### config.mk
export PLATFORM = sky130hd
export DESIGN_NAME = ita_queue
export DESIGN_NICKNAME = d
export VERILOG_FILES = /design/src/sv/ita_pkg.sv /design/src/sv/ita_queue.sv
export SDC_FILE = /design/constraint.sdc
export NUM_CORES = 1
export LEC_CHECK = 0
export BUFFER_PORTS_ARGS = -buffer_cell sky130_fd_sc_hd__buf_2
export CORE_MARGIN = 1
export CORE_UTILIZATION = 54
export CTS_BUF_LIST = sky130_fd_sc_hd__clkbuf_4
export DETAILED_ROUTE_END_ITERATION = 12
export PLACE_DENSITY = 0.82
export RECOVER_POWER = 25
export SLEW_MARGIN = 20
export SYNTH_ARGS = -nofsm -noshare
export SYNTH_HDL_FRONTEND = slang
export SYNTH_SLANG_ARGS = --single-unit
### constraint.sdc
create_clock -name clk -period 5.08 [get_ports clk]
set_input_delay 0.508 -clock clk [delete_from_list [all_inputs] [get_ports clk]]
set_output_delay 0.508 -clock clk [all_outputs]
set_load 0.05 [all_outputs]
### src/sv/ita_pkg.sv
// Shared types, command codes and the digit-to-ASCII lookup for the integer
// to ASCII formatter. No dependencies; imported by every other file.
`default_nettype none

package ita_pkg;

  // Conversion command codes as they arrive on the input channel.
  localparam logic [2:0] CMD_SDEC  = 3'd0;
  localparam logic [2:0] CMD_UDEC  = 3'd1;
  localparam logic [2:0] CMD_HEXLO = 3'd2;
  localparam logic [2:0] CMD_HEXUP = 3'd3;
  localparam logic [2:0] CMD_PTR   = 3'd4;

  localparam int unsigned MaxChars = 16;

  localparam logic [7:0] ChMinus = 8'h2D;
  localparam logic [7:0] ChZero  = 8'h30;
  localparam logic [7:0] ChLowA  = 8'h61;
  localparam logic [7:0] ChUpA   = 8'h41;

  // Reciprocal of ten for a 32-bit dividend: q = (x * RecipTen) >> RecipShift.
  localparam logic [31:0] RecipTen   = 32'hCCCC_CCCD;
  localparam int unsigned RecipShift = 35;

  // One classified item waiting for conversion.
  typedef struct packed {
    logic [63:0] mag;    // magnitude to convert
    logic        neg;    // emit a leading minus sign
    logic        dec;    // radix ten when set, else sixteen
    logic        upper;  // upper-case hex letters
  } conv_item_t;

  function automatic logic [7:0] digit_char(input logic [3:0] d, input logic upper);
    logic [7:0] base;
    base = upper ? ChUpA : ChLowA;
    if (d < 4'd10) begin
      digit_char = ChZero + {4'd0, d};
    end else begin
      digit_char = base + {4'd0, d - 4'd10};
    end
  endfunction

endpackage

`default_nettype wire

### src/sv/ita_queue.sv
// Small FIFO of classified items between the front and back ends.
// Depends on ita_pkg.
`default_nettype none

module ita_queue #(
  parameter int unsigned DEPTH = 2
) (
  input  wire logic                clk,
  input  wire logic                rst_n,
  input  wire logic                push,
  input  wire ita_pkg::conv_item_t push_item,
  output logic                     full,
  input  wire logic                pop,
  output logic                     pop_valid,
  output ita_pkg::conv_item_t      pop_item
);
  import ita_pkg::*;

  localparam int unsigned PtrW = (DEPTH > 1) ? $clog2(DEPTH) : 1;
  localparam int unsigned CntW = $clog2(DEPTH + 1);
  localparam logic [PtrW-1:0] LastIdx = PtrW'(DEPTH - 1);

  conv_item_t        mem [DEPTH];
  logic [PtrW-1:0]   wr_ptr_r, rd_ptr_r;
  logic [CntW-1:0]   count_r;
  logic              do_push, do_pop;

  assign full      = (count_r == CntW'(DEPTH));
  assign pop_valid = (count_r != '0);
  assign pop_item  = mem[rd_ptr_r];
  assign do_push   = push && !full;
  assign do_pop    = pop && pop_valid;

  always_ff @(posedge clk) begin
    if (do_push) begin
      mem[wr_ptr_r] <= push_item;
    end
  end

  always_ff @(posedge clk) begin
    if (!rst_n) begin
      wr_ptr_r <= '0;
      rd_ptr_r <= '0;
      count_r  <= '0;
    end else begin
      if (do_push) begin
        wr_ptr_r <= (wr_ptr_r == LastIdx) ? '0 : wr_ptr_r + 1'b1;
      end
      if (do_pop) begin
        rd_ptr_r <= (rd_ptr_r == LastIdx) ? '0 : rd_ptr_r + 1'b1;
      end
      if (do_push && !do_pop) begin
        count_r <= count_r + 1'b1;
      end else if (do_pop && !do_push) begin
        count_r <= count_r - 1'b1;
      end
    end
  end

endmodule

`default_nettype wire

==> results.txt <==
Outcome: finished, final reports clean
Post-Synth Simple-Gate Area: 1.13%
Post-synth EDFFs: 134
Pin count of the biggest net entering global routing: 43
Leak Pwr: 2.31 nW
Synth cell count leaders: 134 x edfxtp_1, 37 x mux2_2, 30 x mux2_1, 5 x dfxtp_1
# IOs: 140
Antenna violations before repair: 0
CP Cell Sequence: buf_4 -> mux2_1 -> buf_2
Main combinational cell family by area after synthesis: multiplexers
TritonCTS Buffers: 17
CTS resizes: 0
Clk buf depth: 2
Yosys top cell by area: edfxtp_1
Mapped Area: 0.00507 mm2
Worst Tran Pin Value: 0.977 ns
RSZ-0062 raised after global routing: no
First-pass GRT wire length: 13.5 mm
Post-CTS Hold Fix Bufs: 0
Die width: 98.9 um
Reg clk slew, reported paths: 0.12 ns
Most frequent cell after synthesis: edfxtp_1
Via count: 2610
Post-synth top flop: edfxtp_1
Slew HR: 34.9%
Initial core utilization: 57.0%
XOR/XNOR Fraction of Synth Area: 0.518%
Initial DRC Count: 95
R2r startpoint: count_r[0]$_SDFFE_PN0P_
Worst setup path class: flip-flop to output pin
Mean Syn Cell Area: 21.8 um2
Root Driver: clkbuf_4
Hold_sp: push_item[62]
Final hold vios: 0
Drc violations: 0
Post-DP HPWL: 5.88 mm
Maximum vdd drop: 0.363 mV
Yosys cell types: 24
Die area: 0.00978 mm2
Clock tree sinks: 139
Multiplexer share of the synthesized area: 14.9%
Synth area leaders: edfxtp_1 79%, mux2_2 8.2%, mux2_1 6.7%
Final cell utilization of the core: 69.8%
Synth Area in Adders: 0.247%
Fin Clk Skew: 0.0158 ns
Period utilisation layout: 60.0%
DRT antenna net count: 0
Critical-path top delay cell: dfxtp_2
Vias in the first global route: 2817
Fin nets: 460
Vias per cell: 5.14
Final setup fails: 0
Rows: 34
GRT Residual Overflow: 0
Area grow syn2layout: 22.4%
Final Max Slew Viols: 0
Initial DRT Pass Iterations: 4
Syn_nets: 305
Antenna cell count: 0
CP Launch Type: flip-flop
Post-Syn Instances: 233
Critical path arrival: 2.54 ns
Worst Path Required: 4.57 ns
Power per standard cell area: 579 mW/mm2
H-tree levels: 4
Crit end category: output pin
Final GP Congestion: 0.702
Clk_lat worst skew: 0.49 ns
Crit-path max FO: 42
Routed wire length: 8.69 mm
Fin crit period: 3.05 ns
FMAX: 0.328 GHz
Post-synthesis compound-gate area fraction: 0.642%
DIE HEIGHT: 98.9 um
Gr usage total: 19.0%
Sequential fraction of the synthesis area: 81.3%
Seq cells post-synth: 139
Largest stage delay, worst path: 0.98 ns
Synth top area share: 79.3%
Layout cells sized above 1: 49.0%
Placeable core area: 0.00889 mm2
Setup TNS: 0 ns
Port bufs: 139
CTS tree: yes
Syn. warnings: 0
Min-Delay Path Class: input pin to flip-flop
Post-CTS setup repair buffer count: 0
Max-cap check violation count: 0
Post-synth ARST share: 0%
Wire per inst: 17.1 um
sequential cells by signal, indices dropped and copies added (netlist names), named ones only:
name,count
count_r,2
mem,134
rd_ptr_r,1
wr_ptr_r,1
cell families (layout without fill, tap and decap cells):
group / after synthesis / after routing
xor+xnor: 3 / 3
fa+ha+maj: 1 / 1
simple gates: 9 / 9
mux: 67 / 67
flops: 139 / 139
buf+inv: 9 / 176
compound gates: 5 / 5
layout by cell type (no fill, tap or decap), drive strengths merged:
cell	n
a21boi	2
and2	3
and3	1
buf	123
bufinv	5
clkbuf	40
clkinv	6
dfxtp	5
edfxtp	134
ha	1
inv	2
mux2	67
nand2b	1
nor2	1
nor3	1
o21a	1
o21ai	2
or2	1
or3	1
xnor2	2
xor2	1
critical path, delay by kind of cell, from the launching register on:
kind | cells | cell delay [ns]
muxes | 1 | 0.38
DFF | 1 | 0.98
buffers and inverters | 2 | 0.68
per-layer routing:
metal	wire length (um)	up-vias	GRT usage, %	part of all wire (%)
met4	61	0	6.77	0.70
met3	672	6	7.80	7.7
li1	-	1231	-	-
met1	3410	1269	20.8	39
met2	4550	104	33.2	52
met5	0	-	0	0
worst paths after layout:
path	endpoint	slack [ns]	cells after the start
setup / recovery	pop_item[34]	2.03	3
hold / removal	mem[1][62]$_DFFE_PP_	0.20	1
setup reg to reg	mem[1][65]$_DFFE_PP_	2.84	3
hold reg to reg	count_r[1]$_SDFFE_PN0P_	0.53	2
stage by stage:
stage                     power [mW]  worst slack (ns)  std cells  instance area, um2  hold WS [ns]
after floorplan                 2.55              1.29        233                5070         0.479
after global placement          2.78              2.49        477                5880         0.493
after detailed placement        2.81              2.49        477                5880         0.513
after CTS                       3.64              1.91        508                6230         0.135
after global routing            3.73              1.82        508                6200         0.135
final                           3.59              2.03        508                6200         0.199
final cells by class:
| type | count | area, um2 |
|---|---|---|
| flip-flops and latches | 139 | 4130 |
| clock inverters | 11 | 195 |
| inverters | 2 | 7.51 |
| fillers | 616 | 2690 |
| repair buffers | 143 | 701 |
| clock buffers | 20 | 150 |
| well taps | 108 | 135 |
| multi-input cells | 85 | 891 |
power by group:
part	switching, mW	total [mW]	internal, mW
Combinational	0.908	1.24	0.336
Sequential	0.0844	1.52	1.44
Clock	0.369	0.826	0.456
Power figures use the tool's default switching activity.
